===== config.mk =====
export PLATFORM = sky130hd
export DESIGN_NAME = drfd_ram
export DESIGN_NICKNAME = d
export VERILOG_FILES = /design/src/rtl/drfd_ram.sv
export SDC_FILE = /design/constraint.sdc
export NUM_CORES = 1
export LEC_CHECK = 0
export BUFFER_PORTS_ARGS = -buffer_cell sky130_fd_sc_hd__buf_2
export CAP_MARGIN = 20
export CELL_PAD_IN_SITES_DETAIL_PLACEMENT = 0
export CELL_PAD_IN_SITES_GLOBAL_PLACEMENT = 2
export CORE_ASPECT_RATIO = 0.7
export CORE_MARGIN = 2
export CORE_UTILIZATION = 48
export DETAILED_ROUTE_END_ITERATION = 16
export PLACE_DENSITY = 0.83
export SLEW_MARGIN = 30
export SYNTH_ARGS = -nofsm -noshare
export SYNTH_HDL_FRONTEND = slang
export SYNTH_SLANG_ARGS = --single-unit

===== constraint.sdc =====
create_clock -name clk -period 1.81 [get_ports clk]
set_input_delay 0.181 -clock clk [delete_from_list [all_inputs] [get_ports clk]]
set_output_delay 0.181 -clock clk [all_outputs]
set_load 0.005 [all_outputs]

===== src/rtl/drfd_ram.sv =====
// generic single-write, single-read synchronous ram with registered read data
`default_nettype none

module drfd_ram #(
    parameter int DEPTH = 16,
    parameter int AW    = $clog2(DEPTH),
    parameter int DW    = 8
) (
    input  wire logic          clk,
    input  wire logic          we,
    input  wire logic [AW-1:0] waddr,
    input  wire logic [DW-1:0] wdata,
    input  wire logic          re,
    input  wire logic [AW-1:0] raddr,
    output logic      [DW-1:0] rdata
);

    logic [DW-1:0] mem [DEPTH];

    always_ff @(posedge clk)
    begin
        if (we)
        begin
            mem[waddr] <= wdata;
        end
    end

    always_ff @(posedge clk)
    begin
        if (re)
        begin
            rdata <= mem[raddr];
        end
    end

endmodule

`default_nettype wire


# Yosys cells after proc, flatten, opt, wreduce, memory -nomap -nowiden
# Memory sizes are Yosys's and may differ from the RTL's. A register that Yosys moved wholly into a read port is not among the register bits.
# Cells that the tools add are included.
# word_totals
mem_count	1
ramBits	128
out_inout_bits	8
regBits	0
# classes
n_mux	2
# mem_list
memory	words	word_bits	rd	rd_ports_with_merged_regs	wr	line_no	source
mem	16	8	1	1	1	18	logic [DW-1:0] mem [DEPTH];
# ops
op	count
1-bit 2-to-1 mux	2

# Logic depth before layout (Yosys ltp)
# Gate-level depths: netlist (run 1).
# logic_depth
ltp_word	2
ltp_mapped	5
ltp_nobuf	3

# Worst setup path after synthesis (run 1)
# Ideal clock, no wire load.
# synth_path
kind	input -> register
from	input waddr[2]
to	memory mem[0][0], enable pin
arrival_time_ns	1.291
stages	2
slack_ns	0.136
path_buffers	0
cell_sequence	or3b_2 -> nor3_1
# synth_lines
item	line_no	source
from (decl)	11	input wire logic [AW-1:0] waddr,
to (decl)	18	
# No word-level cell before the write port.

==> results of run 1 <==
-- final cells by class --
type / count / share of cell area [%]
clock buffer: 17 / 6.82
clock inverter: 15 / 2.87
multi-input combinational: 83 / 17.0
sequential: 136 / 65.5
timing repair buffer: 47 / 5.22
tap: 132 / 2.65
-- placed cells by master (no fill, tap or decap), types with 2 or more instances in the layout --
master,instances
edfxtp_1,136
buf_2,26
mux4_2,18
buf_4,18
clkbuf_16,17
a22oi_1,16
mux4_1,14
nor2_1,13
nand2_1,9
clkinv_4,6
nor3_1,4
clkinv_2,4
bufinv_16,3
buf_12,3
nand3b_1,2
nand2b_1,2
-- metal layers --
metal	share of wire (%)	wire length, µm
met1	47	4490
met2	47	4480
met3	4.9	464
met4	0.23	22
met5	0	0
-- worst max path at each step --
stage                     end  slack (ps)        from  cells past startpoint
finish               rdata[1]         360   mem[9][1]                      3
global route         rdata[1]         310   mem[9][1]                      3
CTS                  rdata[7]         350  mem[10][7]                      3
detailed placement   rdata[4]         120    raddr[0]                      5
global placement     rdata[4]         120    raddr[0]                      5
floorplan           mem[0][0]         140    waddr[2]                      2
-- state kept, by name, indices dropped and copies added, names as in the netlist --
name / count
rdata: 8
mem: 128
-- per-stage QoR --
stage | hold WS [ps] | area, µm²
after floorplan | 280 | 5230
after global placement | 569 | 5630
after detailed placement | 576 | 5630
after CTS | 145 | 6240
after global routing | 152 | 6240
final | 153 | 6240
-- cells by family (layout without fill, tap and decap cells) --
kind of cell	after synthesis	after routing	share of synthesized area, %
AND/OR/NAND/NOR	35	35	3.14
AO/OA/AOI/OAI	16	16	2.30
buffers and inverters	10	79	1.65
flip-flops	136	136	78.1
multiplexers	32	32	14.8
-- power breakdown --
group	leakage, nW	internal (W)	switching (W)
combinational	0.598	0.000144	0.000175
clock	0.297	0.00217	0.00127
sequential	1.24	0.00355	0.0000190
==> flow_summary.yaml, run 1 <==
final_layout:
  area_growth_pct: 19.3
  drive_gt1_share_pct: 32.9
  antennaDiodeCount: 0
  num-nets-final: 304
  register_area_mm2: 0.00408
  final_cells: 430
  multi_input_area_mm2: 0.00106
  fill_cells: 763
  final_core_util_pct: 59.5
setup_path:
  r2r_end: "rdata[1]"
  crit_type: "reg2reg"
  critical_path.max_fanout: 1
  path_delay_family: "multiplexers"
  critical_path.slowest_cell: "mux4_1"
  worst-path-buf-inv: 0
  start_kind: "flip-flop"
  critPathArrivalTime_ps: 1600
  endpoint_kind: "flip-flop"
  r2r_slack_ps: 360
  worstRegToRegCells: 3
  rr_startpoint: "mem[9][1]"
  crit_required_ps: 1960
  cpPeakStageDelay_ps: 520
  crit_path_cell_trace: "mux4_1 -> a22oi_1 -> nand2_1"
clocking:
  numCtsBuffers: 17
  insertion_delay_ps: 410
  cts_tree: "done"
  cts_setup_buffers: 0
  cts-resized-gates: 0
  root_buffer: "clkbuf_16"
  hold_buffers: 0
  cts.sinks: 136
  htreeDepth: 4
  clk_pin_slew_ps: 60
  clock_path_buffers: 2
route:
  vias_per_cell: 5.74
  wire_per_inst_um: 22.0
  final_antenna_net_count: 0
  drt_pass1_iterations: 4
  drc: 0
  dr_total_vias: 2468
  drtIter0Drc: 263
  drt-total-wl_mm: 9.45
logic_synthesis:
  yosysTopAreaCellShare_pct: 78.1
  netlist_instances: 229
  yosysMostFrequentCell: "edfxtp_1"
  ys_top_cells_by_area: "edfxtp_1 78%, mux4_2 7.8%, mux4_1 7.0%"
  ys_types: 18
  avgSynthCellArea_um2: 22.8
  ys_seq_area_share_pct: 78.1
  synth.cell_area_mm2: 0.00523
  synth_top_area_cell: "edfxtp_1"
  synth_common_cells: "136 x edfxtp_1, 18 x mux4_2, 16 x a22oi_1"
  async_reset_ff_share_pct: 0
  synth.ff_latch_count: 136
  yosys_warnings: 0
  ys.flop_type: "edfxtp_1"
  syn_nets: 248
  synth_edf_count: 136
status:
  status: "completed"
global_routing:
  grtUsageMet1_pct: 25.9
  track_usage_pct: 17.5
  grtUsageMet2_pct: 25.7
  grt_pass1_vias: 2489
  met3_usage_pct: 5.48
  grt_pass1_wl_mm: 14.5
  busiest_layer: "met1"
  antenna_found_initial: 0
  grt_max_degree: 33
  grt_overflow: 0
floorplan:
  core_area_mm2: 0.0105
  start_util_pct: 49.9
  io_pins: 27
  die_y_um: 91.3
  die_x_um: 129
  rows: 31
  die-area_mm2: 0.0118
sta:
  finalHoldViolations: 0
  fin_ws_ps: 358
  worst_pin_slew_ps: 445
  fin_crit_ps: 1450
  period_share_pct: 80.2
  slew-limit-headroom_pct: 70.3
  fmax_ghz: 0.689
  fin_tns_setup_ps: 0
  maxSlewViolCount: 0
  clock_skew_ps: 13.2
  setup_viol: 0
  rsz0062_at_grt: "false"
place:
  place_inst: 398
  dp_hpwl_mm: 6.06
  dp_slack_ps: 118
  gp_congestion: 0.684
  io_buffers: 26
flow_run:
  max_cap_violations: 0
power_and_ir_drop:
  p_per_area_mw_per_mm2: 1180
  ir_worst_vdd_mv: 0.629
  power.leakage_nw: 2.13
  power_w: 0.00733
min_path:
  min_path_type: "in2reg"
  min_from: "wdata[5]"
  min_path_cells: 1
  min_to: "mem[13][5]"
Power figures use the tool's default switching activity.
==> run 2, diff against run 1 <==
==> constraint.sdc (replaced) <==
create_clock -name clk -period 1.51 [get_ports clk]
set_input_delay 0.151 -clock clk [delete_from_list [all_inputs] [get_ports clk]]
set_output_delay 0.151 -clock clk [all_outputs]
set_load 0.005 [all_outputs]
==> run 2 against run 1 <==
Compared with the run above:
- sequential power increased by 20%
- sequential cell count is the same
- design area is 0.30% higher
- largest power group unchanged
- highest routed layer unchanged
==> flow_summary.yaml, run 2 (synthesis gave the netlist of run 1 again) <==
final_layout:
  multi_input_area_mm2: 0.00108
  area_growth_pct: 19.7
  top_register: "mem"
  antennaDiodeCount: 0
  drive_gt1_share_pct: 33.0
  final_cell_mix: "136 x edfxtp_1, 26 x buf_2, 22 x buf_4"
  final_cells: 435
  largest_reg_flops: 128
  fill_cells: 753
  register_area_mm2: 0.00408
  top_regs: "mem: 128 flops, rdata: 8 flops"
  final_common_cell: "edfxtp_1"
  num-nets-final: 309
sta:
  fmax_ghz: 0.681
  slew-limit-headroom_pct: 47.4
  setup_viol: 0
  finalHoldViolations: 0
  rsz0062_at_grt: "false"
  fin_crit_ps: 1470
  worst_pin_slew_ps: 786
  clock_skew_ps: 6.59
  maxSlewViolCount: 0
  fin_ws_ps: 42.5
  whs_ps: 109
  period_share_pct: 97.2
clocking:
  numCtsBuffers: 17
  clock_path_buffers: 2
  insertion_delay_ps: 410
  cts_tree: "done"
  cts.sinks: 136
  clk_pin_slew_ps: 60
  root_buffer: "clkbuf_16"
  hold_buffers: 0
  htreeDepth: 4
min_path:
  min_from: "re"
  min_path_cells: 1
  min_to: "rdata[5]"
  min_path_type: "in2reg"
global_routing:
  grt_max_degree: 19
  antenna_found_initial: 0
  grt_overflow: 0
  busiest_layer: "met2"
  met3_usage_pct: 5.83
  grtUsageMet1_pct: 26.7
  grt_pass1_wl_mm: 15.0
  grt_pass1_vias: 2589
  track_usage_pct: 18.7
  grtUsageMet2_pct: 26.9
route:
  dr_total_vias: 2486
  drtIter0Drc: 193
  final_antenna_net_count: 0
  drt-total-wl_mm: 9.87
  vias_per_cell: 5.71
  drc: 0
  drt_pass1_iterations: 4
  wire_per_inst_um: 22.7
setup_path:
  r2r_end: "rdata[0]"
  rr_startpoint: "mem[11][0]"
  start_kind: "flip-flop"
  endpoint_kind: "flip-flop"
  worstRegToRegCells: 3
  crit_type: "reg2reg"
  critPathArrivalTime_ps: 1610
  crit_required_ps: 1650
  critical_path.max_fanout: 1
  r2r_slack_ps: 40
floorplan:
  start_util_pct: 49.9
  die-area_mm2: 0.0118
  core_area_mm2: 0.0105
  io_pins: 27
  rows: 31
  die_x_um: 129
  die_y_um: 91.3
place:
  dp_hpwl_mm: 6.55
  dp_slack_ps: -183
  place_inst: 403
  gp_congestion: 0.710
  io_buffers: 26
power_and_ir_drop:
  power.leakage_nw: 2.12
  p_per_area_mw_per_mm2: 1360
  power_w: 0.00851
  ir_worst_vdd_mv: 0.929
flow_run:
  max_cap_violations: 0
status:
  status: "completed"
run 2: changes by cell type in the layout (fill, tap and decap cells not counted), moves of 2 or more:
| cell | previous run | this run |
|---|---|---|
| clkinv_1 | 0 | 3 |
| clkbuf_1 | 0 | 5 |
| clkinvlp_4 | 1 | 3 |
| a22oi_2 | 0 | 4 |
| a22oi_1 | 16 | 12 |
| clkinv_4 | 6 | 0 |
| buf_4 | 18 | 22 |
| clkinv_2 | 4 | 2 |
run 2: worst max path at each step:
stage,startpoint,end,slack (ps),cells after the start
2_1_floorplan,raddr[0],rdata[1],80,5
3_3_place_gp,raddr[0],rdata[0],-200,5
3_5_place_dp,raddr[0],rdata[0],-180,5
4_1_cts,mem[11][0],rdata[0],30,3
5_1_grt,mem[0][0],rdata[0],6,3
6_report,mem[11][0],rdata[0],40,3
run 2: area by class of cell:
type,instances,share of cell area [%]
Clock buffer,22,7.10
Clock inverter,10,1.66
Multi-Input combinational cell,83,17.3
Sequential cell,136,65.3
Tap cell,132,2.64
Timing Repair Buffer,52,6.00
run 2: report_power, final:
part | leakage [nW] | total [W] | internal, W | switching (W)
registers | 1.24 | 0.00428 | 0.00426 | 0.0000206
logic | 0.631 | 0.000412 | 0.000183 | 0.000229
clock network | 0.257 | 0.00382 | 0.00240 | 0.00142
run 2: what timing repair did:
item                       in CTS  in global routing
setup buffers                   0                  0
gates resized for setup         1                  3
pin swaps                       0                  1
setup endpoints to repair       1                  3
hold endpoints to repair        0                  0
run 2: per-layer routing:
| metal | share of wire, % | vias up |
|---|---|---|
| li1 | - | 1100 |
| met1 | 43 | 1274 |
| met2 | 47 | 103 |
| met3 | 9.4 | 9 |
| met4 | 0.81 | 0 |
| met5 | 0 | - |
run 2: critical path: stages, from the launching register on:
cell and delay, ps:
edfxtp_1 360, mux4_2 490, a22oi_2 230, nand2_1 130
run 2: per-stage QoR:
stage	TNS (ps)	utilization, %	cell area (µm²)
finish	0	59.7	6250
global route	0	59.7	6250
CTS	0	59.6	6240
detailed placement	-863	54.3	5690
global placement	-858	54.3	5690
floorplan	0	-	5230
