--- config.mk ---
export PLATFORM = sky130hd
export DESIGN_NAME = drfd_cfg
export DESIGN_NICKNAME = d
export VERILOG_FILES = /design/src/rtl/drfd_pkg.sv /design/src/rtl/drfd_cfg.sv
export SDC_FILE = /design/constraint.sdc
export NUM_CORES = 1
export LEC_CHECK = 0
export BUFFER_PORTS_ARGS = -buffer_cell sky130_fd_sc_hd__buf_2
export CORE_ASPECT_RATIO = 1.1
export CORE_MARGIN = 1
export CORE_UTILIZATION = 30
export CTS_BUF_LIST = sky130_fd_sc_hd__clkbuf_4
export DETAILED_ROUTE_END_ITERATION = 10
export PLACE_DENSITY_LB_ADDON = 0.05
export RECOVER_POWER = 25
export SYNTH_ARGS = -nofsm -noshare
export SYNTH_HDL_FRONTEND = slang
export SYNTH_SLANG_ARGS = --single-unit
export TNS_END_PERCENT = 100
--- constraint.sdc ---
create_clock -name clk -period 2.1 [get_ports clk]
set_clock_uncertainty 0.05 [all_clocks]
set_input_delay 0.105 -clock clk [delete_from_list [all_inputs] [get_ports clk]]
set_output_delay 0.105 -clock clk [all_outputs]
set_load 0.02 [all_outputs]
--- src/rtl/drfd_pkg.sv ---
// package with types, constants and codes of the delta run-length frame decoder
`default_nettype none

package drfd_pkg;

    // frame store geometry
    localparam int MAX_FRAME_BYTES = 8192;
    localparam int STORE_AW        = $clog2(MAX_FRAME_BYTES);

    // field widths
    localparam int POS_W    = 14;
    localparam int LIT_W    = 6;
    localparam int SPOS_W   = 24;
    localparam int FCNT_W   = 16;
    localparam int RADDR_W  = 13;
    localparam int CFG_IW   = 2;
    localparam int CFG_DW   = 24;

    // saturation limits
    localparam logic [POS_W-1:0]  POS_MAX    = 14'h3FFF;
    localparam logic [SPOS_W-1:0] STREAM_MAX = 24'hFFFFFF;
    localparam logic [FCNT_W-1:0] COUNT_MAX  = 16'hFFFF;

    // byte codes
    localparam logic [7:0] END_BYTE  = 8'h00;
    localparam logic [7:0] FILL_ZERO = 8'h00;
    localparam logic [7:0] FILL_ONE  = 8'hFF;

    // command types in bits 7..6
    localparam logic [1:0] TYPE_SKIP  = 2'b00;
    localparam logic [1:0] TYPE_LIT   = 2'b01;
    localparam logic [1:0] TYPE_FILL0 = 2'b10;
    localparam logic [1:0] TYPE_FILL1 = 2'b11;

    // item command codes
    localparam logic CMD_STREAM = 1'b0;
    localparam logic CMD_READ   = 1'b1;

    // configuration register indexes
    localparam logic [CFG_IW-1:0] CFG_FRAME_BYTES  = 2'd0;
    localparam logic [CFG_IW-1:0] CFG_FRAME_TOTAL  = 2'd1;
    localparam logic [CFG_IW-1:0] CFG_STREAM_BYTES = 2'd2;

    typedef enum logic [1:0] {
        STATUS_TAKEN     = 2'd0,
        STATUS_FRAME_END = 2'd1,
        STATUS_IGNORED   = 2'd2
    } status_t;

    typedef enum logic [2:0] {
        ST_CLEAR,
        ST_IDLE,
        ST_READ,
        ST_FILL,
        ST_RESULT
    } state_t;

    typedef struct packed {
        logic               cmd;
        logic [7:0]         byte_in;
        logic [RADDR_W-1:0] read_address;
    } in_t;

    typedef struct packed {
        status_t           status;
        logic [FCNT_W-1:0] frames_done;
        logic [7:0]        read_data;
        logic              write_dropped;
    } out_t;

    typedef struct packed {
        logic [POS_W-1:0]  frame_bytes;
        logic [FCNT_W-1:0] frame_total;
        logic [SPOS_W-1:0] stream_bytes;
    } cfg_t;

    typedef struct packed {
        logic                we;
        logic [STORE_AW-1:0] addr;
        logic [7:0]          data;
    } mem_wr_t;

endpackage

`default_nettype wire

--- src/rtl/drfd_cfg.sv ---
// configuration registers of the frame decoder
`default_nettype none

module drfd_cfg (
    input  wire logic                          clk,
    input  wire logic                          rst_n,
    input  wire logic                          wr_en,
    input  wire logic [drfd_pkg::CFG_IW-1:0]   wr_index,
    input  wire logic [drfd_pkg::CFG_DW-1:0]   wr_data,
    output drfd_pkg::cfg_t                     cfg
);

    drfd_pkg::cfg_t cfg_reg;
    drfd_pkg::cfg_t cfg_next;

    always_comb
    begin
        cfg_next = cfg_reg;
        if (wr_en)
        begin
            unique case (wr_index)
                drfd_pkg::CFG_FRAME_BYTES:
                    cfg_next.frame_bytes  = wr_data[drfd_pkg::POS_W-1:0];
                drfd_pkg::CFG_FRAME_TOTAL:
                    cfg_next.frame_total  = wr_data[drfd_pkg::FCNT_W-1:0];
                drfd_pkg::CFG_STREAM_BYTES:
                    cfg_next.stream_bytes = wr_data[drfd_pkg::SPOS_W-1:0];
                default:
                    cfg_next = cfg_reg;
            endcase
        end
    end

    always_ff @(posedge clk or negedge rst_n)
    begin
        if (!rst_n)
        begin
            cfg_reg.frame_bytes  <= 14'd4736;
            cfg_reg.frame_total  <= '0;
            cfg_reg.stream_bytes <= '0;
        end
        else
        begin
            cfg_reg <= cfg_next;
        end
    end

    assign cfg = cfg_reg;

endmodule

`default_nettype wire

# --- Yosys cells after proc, flatten, opt, wreduce, memory -nomap -nowiden ---
# Cells that the tools add are included.
totals:
  reg_bits: 54
  in_bits: 29
  out_inout_bits: 54
  word_cells: 9
op_classes:
  n_eq_ne: 2
  n_reduce_logical: 4
op_table:
  columns: ["operator", "count"]
  rows:
  - ["$reduce_and 2->1", 3]
  - ["$eq 2x1->1 const B", 1]
  - ["$eq 2x2->1 const B", 1]
  - ["$logic_not 2->1", 1]

# --- Logic depth before layout (Yosys ltp) ---
# Gate-level depths: netlist of run 1.
logic_depth:
  ltp_word: 2
  ltp_mapped: 3
  depth_no_buf: 2

# --- Worst setup path before layout of run 1 ---
# OpenSTA, ideal clock, no wires.
synth_path:
  path_kind: "input to register"
  startpoint: "in wr_index[0] in the netlist's numbering"
  endpoint: "reg cfg_reg (netlist bit cfg[40])"
  setup_time_ns: 0.125
  arrival_time_ns: 0.903
  required_time_ns: 1.925
  setup_slack_ns: 1.023
  stages: 3
  path_buffers: 1
  cell_sequence: "nor3b_4 > buf_4 > mux2_2"
synth_between:
  elab_chain_len: 2
synth_lines:
  columns: ["element", "line_no", "rtl"]
  rows:
  - ["start, declared", "drfd_cfg.sv:8", "input wire logic [drfd_pkg::CFG_IW-1:0] wr_index,"]
  - ["$logic_not 2->1", "drfd_cfg.sv:21", "unique case (wr_index)"]
  - ["$reduce_and 2->1 (no line)", null, null]
  - ["end signal, assigned", "drfd_cfg.sv:44", "cfg_reg <= cfg_next;"]
  - ["end, declared", "drfd_cfg.sv:13", "drfd_pkg::cfg_t cfg_reg;"]
# No other way between the ends.
# A chain may end at the register's enable or synchronous reset.

==> results.toml, run 1 <==
[finish]
area_growth_pct = 38.12
fin_area_um2 = 2829
insertedDiodeCount = 0
largest_register_ffs = 54
multi_input_area_um2 = 649.4
n_fill_cell = 656
nets = 256
seqCellArea_um2 = 1355
drive_gt1_frac = 0.6535

[worst_hold_path]
hold_path_class = "in2async"

[setup_path]
cpPeakStageDelay_ns = 0.69
crit_fanout = 31
endpoint_kind = "asynchronous set/reset pin"
startpoint_type = "input pin"
crit_chain = "dlygate4sd3_1 > buf_2 > clkbuf_2"
path_buf_inv = 3
crit_type = "in2async"
crit_arrival_ns = 1.79
cp_slowest_cell = "clkbuf_2"
cp_top_family = "buffers and inverters"
cp.required_ns = 2.47

[clocking]
clockBufferDepth = 2
insertion_delay_ns = 0.35
clk_pin_slew_worst_paths_ns = 0.14
root_buffer = "clkbuf_4"
cts_tree = "yes"
h-tree-depth = 2
cts_sinks = 54
post_cts_resized = 0
cts_buffers = 5

[sta]
tns_ns = 0
hold_slack_ns = 0.1888
worstMarginPinSlew_ns = 0.9109
fmax_mhz = 707.0
layout_setup_ws_ns = 0.6855
slew_violations = 0
hold_viol = 0
setup_viol = 0
rsz0062_at_grt = "no"
period_needed_ns = 1.414
fin_crit_sh = 0.6736
max-slew-margin-rel = 0.3927

[placed_design]
dp_slack_ns = 0.5110
placed_cell_area_um2 = 2545
place_hpwl_um = 2939
io_buffers = 82
place.gp.congestion = 0.6333

[grt]
antenna_found_initial = 0
grt_max_degree = 32
overflow = 0
grt_pass1_vias = 1445
grt_pass1_wl_um = 6796
grtUsageTotal = 0.1280

[synth]
ys_types = 8
ys_warn_count = 0
yosysTopAreaCellShare = 0.6231
synth_edf_count = 0
postSynthAreaPerCell_um2 = 17.81
synthTopCellsByCount = "mux2_2 (54), dfrtp_1 (51), dfstp_2 (3), buf_6 (2), nand3b_2 (2)"
syn_inst = 115
synth_top_area_cell = "dfrtp_1"
synth.most_common_cell = "mux2_2"
synthFlopType = "dfrtp_1"
synth_area_um2 = 2048
ys_seq_elements = 54
synth_nets = 144
synth.yosys.seq_area_share = 0.6616
synth-async-reset-ratio = 1.000
synth_area_leaders = "dfrtp_1 (62%), mux2_2 (30%), dfstp_2 (3.8%)"

[floorplanning]
io_pins = 83
die_w_um = 80.78
core_area_um2 = 6594
die-area_um2 = 7162
start_util = 0.3106
die_height_um = 88.66
rows = 31

[outcome]
status = "finished, final reports clean"

[drt]
post_drt_via_cell_ratio = 4.394
antenna_left = 0
wl_per_cell_um = 13.37
vias = 1362
drc = 0
routed_wl_um = 4145
first_pass_iters = 4
drt_iter0_markers = 25

[pwr]
power.density_nw_per_um2 = 899.3
leakagePower_uw = 0.001347
total_power_uw = 2544
vdd_ir_drop_max_v = 0.0003581

[run]
max-cap-violations = 0
==> worst paths after layout <==
| check | from | end | slack, ns | cells past startpoint |
|---|---|---|---|---|
| min in group clk | wr_data[19] | cfg[19]$_DFFE_PN0P_ | 0.47 | 3 |
| worst max register to register | cfg[28]$_DFFE_PN0P_ | cfg[28]$_DFFE_PN0P_ | 1.27 | 1 |
| worst min register to register | cfg[38]$_DFFE_PN0P_ | cfg[38]$_DFFE_PN0P_ | 0.47 | 1 |
| max in group clk | wr_index[0] | cfg[53]$_DFFE_PN0P_ | 0.76 | 4 |
| worst max-delay path | rst_n | cfg[45]$_DFFE_PN0P_ | 0.69 | 3 |
| worst min-delay path | rst_n | cfg[39]$_DFFE_PN0P_ | 0.19 | 2 |
==> layer usage <==
metal	global-route usage	share of wire	vias to the layer above
li1	-	-	629
met1	0.1555	0.45	683
met2	0.2173	0.49	48
met3	0.03402	0.061	2
met4	0.04870	0.0070	0
met5	0	0	-
==> kinds of logic after synthesis <==
kind of cell | count (synthesis) | synth area share
buffers and inverters | 4 | 0.02138
and+or+nand+nor | 3 | 0.02016
DFF | 54 | 0.6616
muxes | 54 | 0.2969
==> layout by cell type, fill, tap and decap left out <==
| cell type | count |
|---|---|
| clkbuf_4 | 6 |
| clkinv_2 | 1 |
| clkbuf_1 | 2 |
| dfstp_2 | 3 |
| clkinv_1 | 1 |
| clkbuf_2 | 1 |
| dlygate4sd3_1 | 25 |
| mux2_2 | 54 |
| nand3b_2 | 2 |
| buf_2 | 81 |
| nor3b_4 | 1 |
| dfrtp_1 | 51 |
==> power breakdown <==
part	switching [uW]	internal, uW
sequential	91.3	1240
combinational	433	338
clock	300	140
==> stage by stage <==
step,util,instances
floorplan,-,115
global placement,0.3860,277
detailed placement,0.3860,277
CTS,0.4321,310
global route,0.4290,310
finish,0.4290,310
==> repair_timing <==
action	in CTS	in global routing
hold endpoints to repair	77	0
setup endpoints to repair	0	0
buffers inserted	0	0
hold buffers	25	0
==> final cells by class <==
cell class	instances	share of cell area
clock buffer	6	0.01592
clock inverter	2	0.003096
multi-input combinational	57	0.2295
sequential	54	0.4790
tap	82	0.03627
timing repair buffer	109	0.2362
Note: power is estimated with default switching activity, not from simulation.
==> run 2, diff against run 1 <==
--- a/config.mk
+++ b/config.mk
@@ -5,6 +5,7 @@
 export SDC_FILE = /design/constraint.sdc
 export NUM_CORES = 1
 export LEC_CHECK = 0
+export ABC_AREA = 1
 export BUFFER_PORTS_ARGS = -buffer_cell sky130_fd_sc_hd__buf_2
 export CORE_ASPECT_RATIO = 1.1
 export CORE_MARGIN = 1
==> constraint.sdc (replaced) <==
create_clock -name clk -period 1.2 [get_ports clk]
set_clock_uncertainty 0.05 [all_clocks]
set_input_delay 0.06 -clock clk [delete_from_list [all_inputs] [get_ports clk]]
set_output_delay 0.06 -clock clk [all_outputs]
set_load 0.02 [all_outputs]
==> run 2 against run 1 <==
Against the previous run:
- the run now ends with design-rule violations left
- count of clock-buffer cells in the layout shrank 1
- combinational power rose by 66%
- synthesized cell count increased by 110%
- sequential share of layout area shrank 4.2 points
- area after synthesis up 8.6%
- setup slack worse by 0.65 ns
- hold slack worse by 0.13 ns
- cell area grew 9.5%
- sequential cell count unchanged
- power increased by 70%
- register-to-register slack worse by 0.85 ns
- non-clock buffer count grew 13
- critical path type is now reg2out
- largest cell class unchanged
==> results.toml, run 2 <==
[grt]
grtUsageTotal = 0.1772
grt_max_degree = 31
grt_pass1_wl_um = 10740
antenna_found_initial = 0
overflow = 0
grt_pass1_vias = 2029

[drt]
drc = 14
wl_per_cell_um = 14.80
antenna_left = 0
vias = 2062
drt_iter0_markers = 121
first_pass_iters = 7
post_drt_via_cell_ratio = 4.719
routed_wl_um = 6466

[placed_design]
dp_slack_ns = 0.1560
place.gp.congestion = 0.6985
place_hpwl_um = 4546
dpl.cell_count = 403
io_buffers = 82

[floorplanning]
die_w_um = 84.11
io_pins = 83
die_height_um = 92.32
core_area_um2 = 7087
rows = 32
die-area_um2 = 7764
start_util = 0.3139

[sta]
layout_setup_ws_ns = 0.03319
max-slew-margin-rel = 0.6757
period_needed_ns = 1.167
hold_viol = 0
rsz0062_at_grt = "yes"
worstMarginPinSlew_ns = 0.4865
slew_violations = 0
setup_viol = 0
fin_crit_sh = 0.9723
fmax_mhz = 857.0

[synth]
synth_edf_count = 0
synthTopCellsByCount = "nand2_1 (108), dfrtp_1 (51), nand4_1 (40), buf_2 (14), nand3_1 (14)"
yosysTopAreaCellShare = 0.5737
synthFlopType = "dfrtp_1"
synth.yosys.seq_area_share = 0.6091
synth_nets = 270
synth.most_common_cell = "nand2_1"
ys_seq_elements = 54
synth_top_area_cell = "dfrtp_1"
ys_types = 13
ys_warn_count = 0
synth_area_leaders = "dfrtp_1 (57%), nand2_1 (18%), nand4_1 (11%)"
synth-async-reset-ratio = 1.000
synth_area_um2 = 2225
postSynthAreaPerCell_um2 = 9.231
syn_inst = 241

[pwr]
leakagePower_uw = 0.001706
vdd_ir_drop_max_v = 0.0007185
power.density_nw_per_um2 = 1399

[finish]
n_fill_cell = 746
final_cell_mix = "nand2_1 (108), buf_2 (80), dfrtp_1 (51)"
nets = 380
largest_register_ffs = 54
insertedDiodeCount = 0
drive_gt1_frac = 0.3125
area_growth_pct = 39.26
final_cells = 437
final_common_cell = "nand2_1"

[setup_path]
cpPeakStageDelay_ns = 0.58
crit_type = "reg2out"
crit_chain = "buf_6"
cp_top_family = "flip-flops"
endpoint_kind = "primary output"
startpoint_type = "register"
rr_startpoint = "cfg[52]$_DFFE_PN1P_"
cp.required_ns = 1.09
crit_arrival_ns = 1.06
path_buf_inv = 1
cp_slowest_cell = "dfstp_2"
crit_fanout = 2
startpoint = "cfg[52]$_DFFE_PN1P_"

[worst_hold_path]
hold_start = "wr_index[1]"
hold_path_class = "in2reg"

[outcome]
violations = "design-rule violations"
status = "finished with violations"

[clocking]
cts_buffers = 5
root_buffer = "clkbuf_4"
insertion_delay_ns = 0.36
clk_pin_slew_worst_paths_ns = 0.15
cts_setup_buffers = 0
cts_tree = "yes"
h-tree-depth = 2
clockBufferDepth = 2
cts_sinks = 54

[run]
max-cap-violations = 0
[run 2: worst min-delay path, cell delays in order]
cell     delay (ns)
buf_2          0.18
nor2_4         0.10
nand3_1        0.07
nand2_1        0.05
[run 2: cell families (layout without fill, tap and decap cells)]
group,after synthesis,in the layout,synth area share
buffers and inverters,21,132,0.04781
flip-flops,54,54,0.6091
AND/OR/NAND/NOR,166,166,0.3431
[run 2: repair_timing]
action | 4_1_cts | 5_1_grt
endpoints found under the setup margin | 3 | 26
hold buffers | 26 | 0
pin swaps | 0 | 1
resized for setup | 3 | 5
endpoints found under the hold margin | 108 | 0
[run 2: worst paths after layout]
path / end / slack, ns / cells after the start
setup / recovery: cfg[52] / 0.03 / 1
hold / removal: cfg[42]$_DFFE_PN0P_ / 0.06 / 4
setup reg to reg: cfg[52]$_DFFE_PN1P_ / 0.42 / 2
hold reg to reg: cfg[18]$_DFFE_PN0P_ / 0.43 / 2
max in group asynchronous: cfg[14]$_DFFE_PN0P_ / 0.17 / 3
min in group asynchronous: cfg[43]$_DFFE_PN0P_ / 0.10 / 2
[run 2: where the power goes]
part | total [uW] | switching (uW) | internal [uW]
Combinational | 1280 | 821 | 462
Clock | 777 | 566 | 211
Sequential | 2270 | 156 | 2120
Total | 4330 | 1540 | 2790
[run 2: layer usage]
metal  GRT usage  part of all wire  vias to the layer above
met3     0.03387             0.041                        6
li1            -                 -                     1026
met1      0.2540              0.50                      971
met4     0.04885            0.0085                        0
met2      0.2739              0.45                       59
met5           0                 0                        -
[run 2: area by class of cell]
cell class                      count  area [um2]  share of cell area
Clock buffer                        5       37.54             0.01212
Timing Repair Buffer              122       802.0              0.2589
Clock inverter                      3       11.26            0.003635
Inverter                            2       10.01            0.003231
Multi-Input combinational cell    166       775.7              0.2504
Sequential cell                    54        1355              0.4374
Tap cell                           85       106.4             0.03433
[run 2: stage by stage]
stage               cell area [um2]  setup TNS [ns]  power [uW]    util  hold WS [ns]
global route                   3098        -0.02921        4599  0.4371       0.06762
detailed placement             2788               0        3531  0.3934      -0.01330
finish                         3098               0        4335  0.4371       0.05908
floorplan                      2225               0        2995       -       -0.2856
global placement               2788               0        3521  0.3934      -0.01442
CTS                            3104               0        4382  0.4380       0.03529
