--- config.mk ---
export PLATFORM = sky130hd
export DESIGN_NAME = drfd_ctrl
export DESIGN_NICKNAME = d
export VERILOG_FILES = /design/src/rtl/drfd_pkg.sv /design/src/rtl/drfd_ctrl.sv
export SDC_FILE = /design/constraint.sdc
export NUM_CORES = 1
export LEC_CHECK = 0
export ABC_AREA = 1
export BUFFER_PORTS_ARGS = -buffer_cell sky130_fd_sc_hd__buf_2
export CORE_MARGIN = 2
export CORE_UTILIZATION = 56
export DETAILED_ROUTE_END_ITERATION = 8
export GPL_ROUTABILITY_DRIVEN = 0
export PLACE_DENSITY = 0.79
export SLEW_MARGIN = 30
export SYNTH_ARGS = -nofsm -noshare
export SYNTH_HDL_FRONTEND = slang
export SYNTH_SLANG_ARGS = --single-unit
export TNS_END_PERCENT = 30
--- constraint.sdc ---
create_clock -name clk -period 4.6 [get_ports clk]
set_input_delay 0.23 -clock clk [delete_from_list [all_inputs] [get_ports clk]]
set_output_delay 0.23 -clock clk [all_outputs]
set_load 0.05 [all_outputs]
--- src/rtl/drfd_pkg.sv ---
// package with types, constants and codes of the delta run-length frame decoder
`default_nettype none

package drfd_pkg;

    // frame store geometry
    localparam int MAX_FRAME_BYTES = 8192;
    localparam int STORE_AW        = $clog2(MAX_FRAME_BYTES);

    // field widths
    localparam int POS_W    = 14;
    localparam int LIT_W    = 6;
    localparam int SPOS_W   = 24;
    localparam int FCNT_W   = 16;
    localparam int RADDR_W  = 13;
    localparam int CFG_IW   = 2;
    localparam int CFG_DW   = 24;

    // saturation limits
    localparam logic [POS_W-1:0]  POS_MAX    = 14'h3FFF;
    localparam logic [SPOS_W-1:0] STREAM_MAX = 24'hFFFFFF;
    localparam logic [FCNT_W-1:0] COUNT_MAX  = 16'hFFFF;

    // byte codes
    localparam logic [7:0] END_BYTE  = 8'h00;
    localparam logic [7:0] FILL_ZERO = 8'h00;
    localparam logic [7:0] FILL_ONE  = 8'hFF;

    // command types in bits 7..6
    localparam logic [1:0] TYPE_SKIP  = 2'b00;
    localparam logic [1:0] TYPE_LIT   = 2'b01;
    localparam logic [1:0] TYPE_FILL0 = 2'b10;
    localparam logic [1:0] TYPE_FILL1 = 2'b11;

    // item command codes
    localparam logic CMD_STREAM = 1'b0;
    localparam logic CMD_READ   = 1'b1;

    // configuration register indexes
    localparam logic [CFG_IW-1:0] CFG_FRAME_BYTES  = 2'd0;
    localparam logic [CFG_IW-1:0] CFG_FRAME_TOTAL  = 2'd1;
    localparam logic [CFG_IW-1:0] CFG_STREAM_BYTES = 2'd2;

    typedef enum logic [1:0] {
        STATUS_TAKEN     = 2'd0,
        STATUS_FRAME_END = 2'd1,
        STATUS_IGNORED   = 2'd2
    } status_t;

    typedef enum logic [2:0] {
        ST_CLEAR,
        ST_IDLE,
        ST_READ,
        ST_FILL,
        ST_RESULT
    } state_t;

    typedef struct packed {
        logic               cmd;
        logic [7:0]         byte_in;
        logic [RADDR_W-1:0] read_address;
    } in_t;

    typedef struct packed {
        status_t           status;
        logic [FCNT_W-1:0] frames_done;
        logic [7:0]        read_data;
        logic              write_dropped;
    } out_t;

    typedef struct packed {
        logic [POS_W-1:0]  frame_bytes;
        logic [FCNT_W-1:0] frame_total;
        logic [SPOS_W-1:0] stream_bytes;
    } cfg_t;

    typedef struct packed {
        logic                we;
        logic [STORE_AW-1:0] addr;
        logic [7:0]          data;
    } mem_wr_t;

endpackage

`default_nettype wire

--- src/rtl/drfd_ctrl.sv ---
// decode sequencer: command decode, fill loop, store clearing and read control
`default_nettype none

module drfd_ctrl (
    input  wire logic                             clk,
    input  wire logic                             rst_n,
    input  wire drfd_pkg::cfg_t                   cfg,
    input  wire logic                             in_valid,
    output logic                                  in_stall,
    input  wire drfd_pkg::in_t                    in_data,
    output logic                                  res_valid,
    input  wire logic                             res_taken,
    output drfd_pkg::out_t                        res_data,
    output drfd_pkg::mem_wr_t                     mem_wr,
    output logic                                  mem_rd_en,
    output logic      [drfd_pkg::STORE_AW-1:0]    mem_rd_addr,
    input  wire logic [7:0]                       mem_rd_data
);

    localparam int AW = drfd_pkg::STORE_AW;
    localparam logic [AW-1:0] CLR_LAST = AW'(drfd_pkg::MAX_FRAME_BYTES - 1);

    drfd_pkg::state_t state_reg, state_next;

    logic [AW-1:0]                 clr_addr_reg, clr_addr_next;
    logic [drfd_pkg::POS_W-1:0]    pos_reg, pos_next;
    logic [drfd_pkg::LIT_W-1:0]    lit_reg, lit_next;
    logic [drfd_pkg::SPOS_W-1:0]   spos_reg, spos_next;
    logic [drfd_pkg::FCNT_W-1:0]   fcnt_reg, fcnt_next;
    logic                          open_reg, open_next;
    logic [drfd_pkg::LIT_W-1:0]    fill_left_reg, fill_left_next;
    logic                          fill_val_reg, fill_val_next;

    drfd_pkg::status_t             res_status_reg, res_status_next;
    logic [drfd_pkg::FCNT_W-1:0]   res_frames_reg, res_frames_next;
    logic [7:0]                    res_rdata_reg, res_rdata_next;
    logic                          res_drop_reg, res_drop_next;
    logic                          res_rdok_reg, res_rdok_next;

    logic                          accept;
    logic                          ignore;
    logic [drfd_pkg::POS_W-1:0]    eff_pos;
    logic [drfd_pkg::LIT_W-1:0]    eff_lit;
    logic [1:0]                    cmd_type;
    logic [drfd_pkg::LIT_W-1:0]    cmd_count;
    logic [drfd_pkg::FCNT_W-1:0]   fcnt_inc;
    logic [drfd_pkg::SPOS_W-1:0]   spos_inc;

    // saturating advance of the write position
    function automatic logic [drfd_pkg::POS_W-1:0] pos_add(
        input logic [drfd_pkg::POS_W-1:0] p,
        input logic [drfd_pkg::LIT_W-1:0] n
    );
        logic [drfd_pkg::POS_W:0] s;
        s = {1'b0, p} + (drfd_pkg::POS_W + 1)'(n);
        return s[drfd_pkg::POS_W] ? drfd_pkg::POS_MAX : s[drfd_pkg::POS_W-1:0];
    endfunction

    // write lands inside the frame and inside the store
    function automatic logic pos_ok(
        input logic [drfd_pkg::POS_W-1:0] p,
        input logic [drfd_pkg::POS_W-1:0] fb
    );
        return (p < fb) && (32'(p) < drfd_pkg::MAX_FRAME_BYTES);
    endfunction

    assign accept    = in_valid && !in_stall;
    assign eff_pos   = open_reg ? pos_reg : '0;
    assign eff_lit   = open_reg ? lit_reg : '0;
    assign ignore    = !open_reg && ((fcnt_reg >= cfg.frame_total) ||
                                     (spos_reg >= cfg.stream_bytes));
    assign cmd_type  = in_data.byte_in[7:6];
    assign cmd_count = in_data.byte_in[5:0];
    assign fcnt_inc  = (fcnt_reg != drfd_pkg::COUNT_MAX) ? fcnt_reg + 1'b1 : fcnt_reg;
    assign spos_inc  = (spos_reg != drfd_pkg::STREAM_MAX) ? spos_reg + 1'b1 : spos_reg;

    always_comb
    begin
        state_next      = state_reg;
        clr_addr_next   = clr_addr_reg;
        pos_next        = pos_reg;
        lit_next        = lit_reg;
        spos_next       = spos_reg;
        fcnt_next       = fcnt_reg;
        open_next       = open_reg;
        fill_left_next  = fill_left_reg;
        fill_val_next   = fill_val_reg;
        res_status_next = res_status_reg;
        res_frames_next = res_frames_reg;
        res_rdata_next  = res_rdata_reg;
        res_drop_next   = res_drop_reg;
        res_rdok_next   = res_rdok_reg;

        in_stall    = (state_reg != drfd_pkg::ST_IDLE);
        res_valid   = 1'b0;
        mem_wr.we   = 1'b0;
        mem_wr.addr = '0;
        mem_wr.data = drfd_pkg::FILL_ZERO;
        mem_rd_en   = 1'b0;
        mem_rd_addr = AW'(in_data.read_address);

        unique case (state_reg)
            drfd_pkg::ST_CLEAR:
            begin
                // one store entry zeroed per cycle
                mem_wr.we   = 1'b1;
                mem_wr.addr = clr_addr_reg;
                if (clr_addr_reg == CLR_LAST)
                begin
                    state_next = drfd_pkg::ST_IDLE;
                end
                else
                begin
                    clr_addr_next = clr_addr_reg + 1'b1;
                end
            end

            drfd_pkg::ST_IDLE:
            begin
                if (accept && (in_data.cmd == drfd_pkg::CMD_READ))
                begin
                    mem_rd_en       = 1'b1;
                    res_rdok_next   = (32'(in_data.read_address) <
                                       drfd_pkg::MAX_FRAME_BYTES);
                    res_status_next = drfd_pkg::STATUS_TAKEN;
                    res_frames_next = fcnt_reg;
                    res_drop_next   = 1'b0;
                    state_next      = drfd_pkg::ST_READ;
                end
                else if (accept)
                begin
                    res_rdata_next  = 8'h00;
                    res_drop_next   = 1'b0;
                    res_status_next = drfd_pkg::STATUS_TAKEN;
                    res_frames_next = fcnt_reg;
                    state_next      = drfd_pkg::ST_RESULT;
                    if (ignore)
                    begin
                        res_status_next = drfd_pkg::STATUS_IGNORED;
                    end
                    else
                    begin
                        open_next = 1'b1;
                        spos_next = spos_inc;
                        pos_next  = eff_pos;
                        lit_next  = eff_lit;
                        if (eff_lit != '0)
                        begin
                            // literal data byte, zero included
                            mem_wr.we     = pos_ok(eff_pos, cfg.frame_bytes);
                            mem_wr.addr   = AW'(eff_pos);
                            mem_wr.data   = in_data.byte_in;
                            res_drop_next = !pos_ok(eff_pos, cfg.frame_bytes);
                            pos_next      = pos_add(eff_pos, drfd_pkg::LIT_W'(1));
                            lit_next      = eff_lit - 1'b1;
                        end
                        else if (in_data.byte_in == drfd_pkg::END_BYTE)
                        begin
                            open_next       = 1'b0;
                            fcnt_next       = fcnt_inc;
                            res_frames_next = fcnt_inc;
                            res_status_next = drfd_pkg::STATUS_FRAME_END;
                        end
                        else
                        begin
                            unique case (cmd_type)
                                drfd_pkg::TYPE_SKIP:
                                    pos_next = pos_add(eff_pos, cmd_count);
                                drfd_pkg::TYPE_LIT:
                                    lit_next = cmd_count;
                                drfd_pkg::TYPE_FILL0, drfd_pkg::TYPE_FILL1:
                                begin
                                    fill_left_next = cmd_count;
                                    fill_val_next  = (cmd_type == drfd_pkg::TYPE_FILL1);
                                    if (cmd_count != '0)
                                    begin
                                        state_next = drfd_pkg::ST_FILL;
                                    end
                                end
                                default:
                                    pos_next = eff_pos;
                            endcase
                        end
                    end
                end
            end

            drfd_pkg::ST_READ:
            begin
                res_rdata_next = res_rdok_reg ? mem_rd_data : 8'h00;
                state_next     = drfd_pkg::ST_RESULT;
            end

            drfd_pkg::ST_FILL:
            begin
                mem_wr.we   = pos_ok(pos_reg, cfg.frame_bytes);
                mem_wr.addr = AW'(pos_reg);
                mem_wr.data = fill_val_reg ? drfd_pkg::FILL_ONE : drfd_pkg::FILL_ZERO;
                if (!pos_ok(pos_reg, cfg.frame_bytes))
                begin
                    res_drop_next = 1'b1;
                end
                pos_next       = pos_add(pos_reg, drfd_pkg::LIT_W'(1));
                fill_left_next = fill_left_reg - 1'b1;
                if (fill_left_reg == drfd_pkg::LIT_W'(1))
                begin
                    state_next = drfd_pkg::ST_RESULT;
                end
            end

            drfd_pkg::ST_RESULT:
            begin
                res_valid = 1'b1;
                if (res_taken)
                begin
                    state_next = drfd_pkg::ST_IDLE;
                end
            end

            default:
            begin
                state_next = drfd_pkg::ST_CLEAR;
            end
        endcase
    end

    always_ff @(posedge clk or negedge rst_n)
    begin
        if (!rst_n)
        begin
            state_reg     <= drfd_pkg::ST_CLEAR;
            clr_addr_reg  <= '0;
            pos_reg       <= '0;
            lit_reg       <= '0;
            spos_reg      <= '0;
            fcnt_reg      <= '0;
            open_reg      <= 1'b0;
            fill_left_reg <= '0;
        end
        else
        begin
            state_reg     <= state_next;
            clr_addr_reg  <= clr_addr_next;
            pos_reg       <= pos_next;
            lit_reg       <= lit_next;
            spos_reg      <= spos_next;
            fcnt_reg      <= fcnt_next;
            open_reg      <= open_next;
            fill_left_reg <= fill_left_next;
        end
    end

    always_ff @(posedge clk)
    begin
        fill_val_reg   <= fill_val_next;
        res_status_reg <= res_status_next;
        res_frames_reg <= res_frames_next;
        res_rdata_reg  <= res_rdata_next;
        res_drop_reg   <= res_drop_next;
        res_rdok_reg   <= res_rdok_next;
    end

    assign res_data.status        = res_status_reg;
    assign res_data.frames_done   = res_frames_reg;
    assign res_data.read_data     = res_rdata_reg;
    assign res_data.write_dropped = res_drop_reg;

endmodule

`default_nettype wire

Word-level counts from Yosys, hierarchy flattened
Cells that the tools add are included.
Widths: inputs -> output; s select.

word-level totals
  register bits after elaboration = 111
  input bits = 88
  output and inout port bits = 65
  logic and storage cells = 148

cells by class
  add/subtract/negate cells = 8
  $lt $le $gt $ge = 6
  eq/ne operators = 23
  multiplexer cells = 64
  bitwise operators = 5
  reduce and logical (&&, ||, !) cells = 29

operators with widths
  cell                   number
  $mux 14                10
  $mux 16                6
  $mux 22                4
  $mux 6                 10
  $pmux 14 s3            1
  $pmux 8 s2             2
  $add 14x1->15 const B  2
  $mux 3                 10
  $lt 14x14->1           2
  $lt 14x14->1 const B   2
  $pmux 14 s2            1
  $add 24x1->24 const B  1
  $ge 24x24->1           1
  $mux 8                 3
  $ne 24x24->1 const B   1
  $ne 2x2->1 const B     9
  $add 16x1->16 const B  1
  $ge 16x16->1           1
  $ne 16x16->1 const B   1
  $add 14x6->15          1
  $pmux 3 s5             1
  $reduce_and 7->1       2
  $add 13x1->13 const B  1
  $eq 13x13->1 const B   1
  28 further kinds       61

Logic depth before layout (Yosys ltp)
Gate-level depths: netlist (run 1).

  word-level depth = 10
  gate-level depth with buffers = 20
  gate-level depth less buffers = 18

Worst setup path after synthesis (run 1)
Ideal clock, no wire load.

  path kind = reg-to-output
  from = register state_reg[2]
  to = output port mem_wr[0] (netlist name)
  arrival time = 3.184 ns
  setup slack = 1.186 ns
  stages on the path, launching flop included = 10
  cell sequence = dfrtp_1 > nor2_2 > nand2_2 > nor2_2 > inv_1 > nor2_4 > nand2_1 > inv_2 > nand2_1 > o21ai_0

RTL lines
  element                   line              RTL
  start: declaration        drfd_ctrl.sv:23   drfd_pkg::state_t state_reg, state_next;
  start signal: assignment  drfd_ctrl.sv:231  state_reg <= drfd_pkg::ST_CLEAR;
  start signal: assignment  drfd_ctrl.sv:242  state_reg <= state_next;
  end: declaration          drfd_ctrl.sv:14   output drfd_pkg::mem_wr_t mem_wr,

==> results of run 1 <==
path summary, 6_finish.rpt:
path                       cells past startpoint  slack (ns)                        endpoint
max                                           12        0.41                       mem_wr[7]
max in group asynchronous                      3        3.20        spos_reg[19]$_DFFE_PN0P_
min in group asynchronous                      2        0.46         pos_reg[12]$_DFFE_PN0P_
max reg2reg                                   16        1.28          pos_reg[7]$_DFFE_PN0P_
min                                            3        0.17  res_rdata_reg[1]$_SDFFCE_PP0P_
min reg2reg                                    2        0.48    fill_left_reg[5]$_DFFE_PN0P_
metrics by stage:
step,hold slack [ns],util (%),cell area (um2)
finish,0.167,62.1,11200
global route,0.182,62.1,11200
CTS,0.167,62.1,11200
detailed placement,0.341,60.5,10900
global placement,0.329,60.5,10900
floorplan,-0.0656,-,10200
placed cells by master (no fill, tap or decap), types with 6 or more instances in the layout:
master / synthesis / layout
nor3_2: 6 / 6
buf_2: 20 / 125
o221ai_1: 10 / 10
nor3_1: 22 / 22
buf_4: 19 / 8
a21oi_1: 49 / 49
edfxtp_1: 28 / 28
nand3_1: 112 / 112
clkbuf_16: 0 / 9
inv_2: 8 / 7
nand4_1: 40 / 40
o21ai_1: 20 / 20
xnor2_1: 12 / 12
o211ai_1: 9 / 9
nand2_2: 10 / 9
dfrtp_1: 83 / 83
ha_1: 80 / 80
nand2_1: 511 / 511
xor2_1: 42 / 42
o21ai_0: 68 / 68
nor2_1: 96 / 95
inv_1: 207 / 207
nor2_2: 10 / 11
what timing repair did:
item	4_1_cts	5_1_grt
gates resized for setup	0	2
setup endpoints to repair	0	9
hold buffers	1	0
endpoints found under the hold margin	51	0
cells by family (layout without fill, tap and decap cells):
| logic type | after synthesis | in the layout | synth area share [%] |
|---|---|---|---|
| flops | 111 | 111 | 28.5 |
| fa+ha+maj | 81 | 81 | 9.96 |
| compound gates | 179 | 179 | 10.1 |
| simple gates | 833 | 833 | 35.3 |
| xor+xnor | 54 | 54 | 4.61 |
| buf+inv | 276 | 368 | 11.5 |
power groups by stage:
stage | sequential, W | clock (W) | combinational, W
after floorplan | 0.00168 | 0 | 0.00221
after global placement | 0.00161 | 0 | 0.00289
after detailed placement | 0.00163 | 0 | 0.00296
after CTS | 0.00161 | 0.000788 | 0.00298
after global routing | 0.00166 | 0.000828 | 0.00336
final | 0.00163 | 0.000789 | 0.00304
critical path, stage by stage (launching register included):
cell and delay [ns]:
dfrtp_1 0.53, ha_1 0.31, a21oi_1 0.16, o21a_1 0.15, nand2_1 0.07, nor2_1 0.20
nand3_1 0.16, nand2_4 0.29, nand2_1 0.33, clkinv_2 0.35, nand2_1 0.40, o21ai_0 0.33
buf_2 0.31
synth_stat cells (22+ instances only):
| cell type | n |
|---|---|
| nand4_1 | 40 |
| nor2_1 | 96 |
| xor2_1 | 42 |
| o21ai_0 | 68 |
| edfxtp_1 | 28 |
| ha_1 | 80 |
| dfrtp_1 | 83 |
| nand3_1 | 112 |
| inv_1 | 207 |
| nor3_1 | 22 |
| a21oi_1 | 49 |
| nand2_1 | 511 |
metal layers:
layer  wire length [um]  share of wire (%)  track usage (%)
met1              12400                 41             42.0
met2              13500                 45             48.2
met3               3150                 11             6.16
met4                881                2.9             11.5
met5                  0                  0                0
layout make-up:
class / count / area (um2) / area share [%]
Clock buffer: 9 / 225 / 2.02
Clock inverter: 7 / 55.1 / 0.493
Multi-Input combinational cell: 1147 / 6160 / 55.2
Timing Repair Buffer: 134 / 696 / 6.23
Tap cell: 229 / 287 / 2.57
Sequential cell: 111 / 2920 / 26.1
Inverter: 218 / 822 / 7.37
==> summary.md, run 1 <==
| Metric | Value |
|---|---|
| Status | complete, no violations |
| Worst-Margin Slew | 0.780 ns |
| # DRC | 0 |
| Synth warnings | 0 |
| Number of hold violations in the final report | 0 |
| Post-synth top area share | 20.3% |
| Clk root buf | clkbuf_16 |
| Setup TNS | 0 ns |
| Leak pwr | 5.98 nW |
| Worst reg2reg path startpoint | open_reg$_DFFE_PN0P_ |
| First-pass GRT wire length | 48.6 mm |
| Synth Area per Inst | 6.68 um2 |
| Comb pwr share | 55.7% |
| Die Width | 139 um |
| Largest net degree at the start of global routing | 53 |
| Worst EP required | 4.37 ns |
| Maximum capacitance violations | 0 |
| Initial drt markers | 1,197 |
| Fmax | 239 MHz |
| WS Path Type | flip-flop to primary output |
| Rows | 49 |
| Switching portion of total power | 53.6% |
| Worst min path class | primary input to flip-flop |
| Clock Power Share | 14.5% |
| Pwr Total | 0.00545 W |
| Synthesized flop and latch total | 111 |
| Crit-path max FO | 26 |
| Sequential share of power | 29.8% |
| Slew headroom | 47.9% |
| P&R area growth vs syn | 8.90% |
| Vias in the first global route | 9,882 |
| Minimum clock period after layout | 4.19 ns |
| Post-synth EDFFs | 28 |
| Dpl cells | 1,838 |
| Filler Cells Inserted | 1,667 |
| Internal power | 0.00253 W |
| Layout cells sized above 1 | 12.5% |
| Via density | 5.74 |
| CP Launch Point | fcnt_reg[13]$_DFFE_PN0P_ |
| Finished Layout Cells | 1,855 |
| Core area | 18,000 um2 |
| Setup ws final | 0.410 ns |
| CP arrival | 3.96 ns |
| Post-synth top flop | dfrtp_1 |
| Via count | 10,700 |
| Ys async rst share | 74.8% |
| CTS H-tree depth | 3 |
| Die H | 139 um |
| Setup Viol. Count Final | 0 |
| Final worst path period share | 91.1% |
| Synth area leaders | dfrtp_1 (20%), nand2_1 (19%), ha_1 (9.8%) |
| Die ar. | 19,400 um2 |
| Worst skew pair latency | 0.38 ns |
| Mapped Area | 10,200 um2 |
| Final ANT Viol Nets | 0 |
| Pre-CTS setup slack | 0.681 ns |
| Startpoint types | flip-flop |
| I/O pins | 153 |
| Sw power | 0.00292 W |
| Power Dens Cells | 489 nW/um2 |
| RSZ-0062 raised after global routing | false |
| Clock-pin slew on the worst setup and hold paths | 0.08 ns |
| Diode count | 0 |
| Final clock skew | 0.0171 ns |
| VDD IR max | 359 uV |
| Clock Path Buffers | 2 |
| Total gr overflow | 0 |
| # port buffers | 126 |
| Clock buffers created by TritonCTS | 9 |
| Final HPWL DP | 22.3 mm |
| Drt total wl | 30.0 mm |
| Initial core utilization | 57.1% |
| Crit end category | primary output |
| Post-Syn Instances | 1,534 |
| Slew Viols, Final | 0 |
| Area leader, netlist | dfrtp_1 |
| Netlist cell types | 53 |
| Initial antenna violation count | 0 |
| Setup bufs post-CTS | 0 |
| Drt pass-1 iters | 6 |
| CTS tree | done |
| Average routed wire per standard cell | 16.2 um |
| NumNets Final | 1,790 |
| GRT Total Usage | 30.7% |
| HP Start | mem_rd_data[1] |
| Syn nets | 1,703 |
| Clock sinks | 111 |
| Max reg flops | 24 |
| Sequential cell area fraction in the yosys report | 28.5% |
Note: power is estimated with default switching activity, not from simulation.
==> run 2: changes to the inputs <==
--- a/config.mk
+++ b/config.mk
@@ -7,11 +7,13 @@
 export LEC_CHECK = 0
 export ABC_AREA = 1
 export BUFFER_PORTS_ARGS = -buffer_cell sky130_fd_sc_hd__buf_2
+export CELL_PAD_IN_SITES_DETAIL_PLACEMENT = 1
+export CELL_PAD_IN_SITES_GLOBAL_PLACEMENT = 1
 export CORE_MARGIN = 2
-export CORE_UTILIZATION = 56
+export CORE_UTILIZATION = 45
 export DETAILED_ROUTE_END_ITERATION = 8
 export GPL_ROUTABILITY_DRIVEN = 0
-export PLACE_DENSITY = 0.79
+export PLACE_DENSITY_LB_ADDON = 0.1
 export SLEW_MARGIN = 30
 export SYNTH_ARGS = -nofsm -noshare
 export SYNTH_HDL_FRONTEND = slang
==> summary.md, run 2 (synthesis results as in run 1) <==
| Metric | Value |
|---|---|
| Power Dens Cells | 498 nW/um2 (was 489 nW/um2) |
| Minimum clock period after layout | 3.98 ns (was 4.19 ns) |
| DR WL met3 | 2.11 mm (was 3.15 mm) |
| P&R area growth vs syn | 9.97% (was 8.90%) |
| Initial antenna violation count | 0 (unchanged) |
| Post_cts resized | 0 (unchanged) |
| I/O pins | 153 (unchanged) |
| NumNets Final | 1,794 (was 1,790) |
| R2R depth | 14 (was 16) |
| Most frequent CP cell | nor2_1 (was nand2_1) |
| Fmax | 251 MHz (was 239 MHz) |
| Setup bufs post-CTS | 0 (unchanged) |
| Max reg flops | 24 (unchanged) |
| HP Start | res_taken (was mem_rd_data[1]) |
| Worst-Margin Slew | 0.795 ns (was 0.780 ns) |
| WHS Endpoint | state_reg[2]$_DFFE_PN0P_ (was res_rdata_reg[1]$_SDFFCE_PP0P_) |
| Most frequent cells in the layout | nand2_1 (511), inv_1 (207), buf_2 (125) (unchanged) |
| Worst reg2reg path startpoint | open_reg$_DFFE_PN0P_ (unchanged) |
| Final worst path period share | 86.6% (was 91.1%) |
| CP arrival | 3.75 ns (was 3.96 ns) |
| RSZ-0062 raised after global routing | false (unchanged) |
| Final HPWL DP | 26.7 mm (was 22.3 mm) |
| Drt pass-1 iters | 5 (was 6) |
| Final ANT Viol Nets | 0 (unchanged) |
| WHS Path Cells | 4 (was 3) |
| Clock-pin slew on the worst setup and hold paths | 0.08 ns (about the same) |
| # DRC | 0 (unchanged) |
| Final clock skew | 0.0104 ns (was 0.0171 ns) |
| WS Path Type | flip-flop to primary output (unchanged) |
| Largest net degree at the start of global routing | 55 (was 53) |
| Clk root buf | clkbuf_16 (unchanged) |
| GRT Total Usage | 28.8% (was 30.7%) |
| Slew headroom | 46.9% (was 47.9%) |
| VDD IR max | 218 uV (was 359 uV) |
| Initial core utilization | 45.5% (was 57.1%) |
| Crit-path max FO | 22 (was 26) |
| Leak pwr | 6.01 nW (was 5.98 nW) |
| # port buffers | 126 (unchanged) |
| CTS H-tree depth | 3 (unchanged) |
| First-pass GRT wire length | 55.0 mm (was 48.6 mm) |
| Die H | 155 um (was 139 um) |
| Met2 WL | 15.7 mm (was 13.5 mm) |
| Rows | 55 (was 49) |
| Number of hold violations in the final report | 0 (unchanged) |
| Clock buffers created by TritonCTS | 9 (unchanged) |
| Most common cell after layout, fill and taps aside | nand2_1 (unchanged) |
| Average routed wire per standard cell | 18.0 um (was 16.2 um) |
| Worst reg-to-reg setup slack | 1.29 ns (was 1.28 ns) |
| Worst path max stage delay | 0.47 ns (was 0.53 ns) |
| Diode count | 0 (unchanged) |
| CTS tree | done (unchanged) |
| Top Layer Used | met4 (unchanged) |
| Vias in the first global route | 10,500 (was 9,882) |
| Setup Viol. Count Final | 0 (unchanged) |
| Die ar. | 24,000 um2 (was 19,400 um2) |
| Layout cells sized above 1 | 12.7% (was 12.5%) |
| Core area | 22,500 um2 (was 18,000 um2) |
| Clock Path Buffers | 2 (unchanged) |
| Startpoint types | flip-flop (unchanged) |
| Maximum capacitance violations | 0 (unchanged) |
| Setup TNS | 0 ns (unchanged) |
| Status | complete, no violations (unchanged) |
| Slew Viols, Final | 0 (unchanged) |
| Critical-path top delay cell | dfrtp_1 (unchanged) |
| Worst hold margin | 0.158 ns (was 0.167 ns) |
| Initial drt markers | 722 (was 1,197) |
| Total gr overflow | 0 (unchanged) |
| Worst skew pair latency | 0.37 ns (was 0.38 ns) |
| CP Launch Point | fcnt_reg[7]$_DFFE_PN0P_ (was fcnt_reg[13]$_DFFE_PN0P_) |
| CTS Hold Bufs | 1 (unchanged) |
| Critical path, cell by cell | ha_1, a21oi_1, nand3_1, nor2_1, nor2_1, nor2_1, nand3_1, nand2_2, nand2_1, inv_2, nand2_1, buf_4, o21ai_0, buf_2 (was ha_1, a21oi_1, o21a_1, nand2_1, nor2_1, nand3_1, nand2_4, nand2_1, clkinv_2, nand2_1, o21ai_0, buf_2) |
| Worst EP required | 4.37 ns (about the same) |
| Clock sinks | 111 (unchanged) |
| Die Width | 155 um (was 139 um) |
| M1 WL | 15.9 mm (was 12.4 mm) |
| Crit end category | primary output (unchanged) |
| Via count | 10,600 (was 10,700) |
| Worst min path class | primary input to flip-flop (unchanged) |
| Via density | 5.51 (was 5.74) |
| Drt total wl | 34.4 mm (was 30.0 mm) |
| RR Endpoint | pos_reg[12]$_DFFE_PN0P_ (was pos_reg[7]$_DFFE_PN0P_) |
==> run 2: routing by layer <==
metal / global-route usage, % / vias to the layer above
met5: 0 / -
met4: 7.58 / 0
met3: 4.18 / 41
met2: 47.3 / 305
met1: 39.9 / 5081
li1: - / 5132
==> run 2: worst max path at each step <==
stage            endpoint  slack (ns)  cells past startpoint
5_1_grt         mem_wr[4]        0.40                     16
3_5_place_dp    mem_wr[5]        1.05                     15
3_3_place_gp   mem_wr[21]        1.24                     14
4_1_cts         mem_wr[5]        0.65                     15
6_report        mem_wr[5]        0.62                     14
2_1_floorplan   mem_wr[0]        1.19                      9
==> run 2: power by group <==
part	switching [W]	internal, W	total [W]	leakage, nW
Clock	0.000450	0.000387	0.000837	0.146
Combinational	0.00227	0.000873	0.00314	4.49
Sequential	0.000342	0.00129	0.00164	1.37
Total	0.00306	0.00255	0.00561	6.01
==> run 2: area by class of cell <==
class                      count  area (um2)
multi-input combinational   1147        6150
tap                          285         357
clock buffer                   9         225
timing repair buffer         138         726
fill                        3057       11200
inverter                     218         821
sequential                   111        2920
clock inverter                 7        71.3
==> run 2: per-stage QoR <==
step	instance area [um2]	total power [W]	instances	utilization, %	setup slack (ns)
floorplan	10200	0.00389	1534	-	1.19
global placement	11000	0.00464	1898	48.7	1.24
detailed placement	11000	0.00474	1898	48.7	1.05
CTS	11300	0.00560	1915	50.1	0.649
global route	11300	0.00604	1915	50.1	0.403
finish	11300	0.00561	1915	50.1	0.616
==> run 2: critical path, delay by kind of cell (launching register included) <==
family	cells	cell delay, ns
AOI/OAI and AO/OA	2	0.43
buffers and inverters	3	0.98
DFF	1	0.47
and+or+nand+nor	8	1.18
adders and majority gates	1	0.33
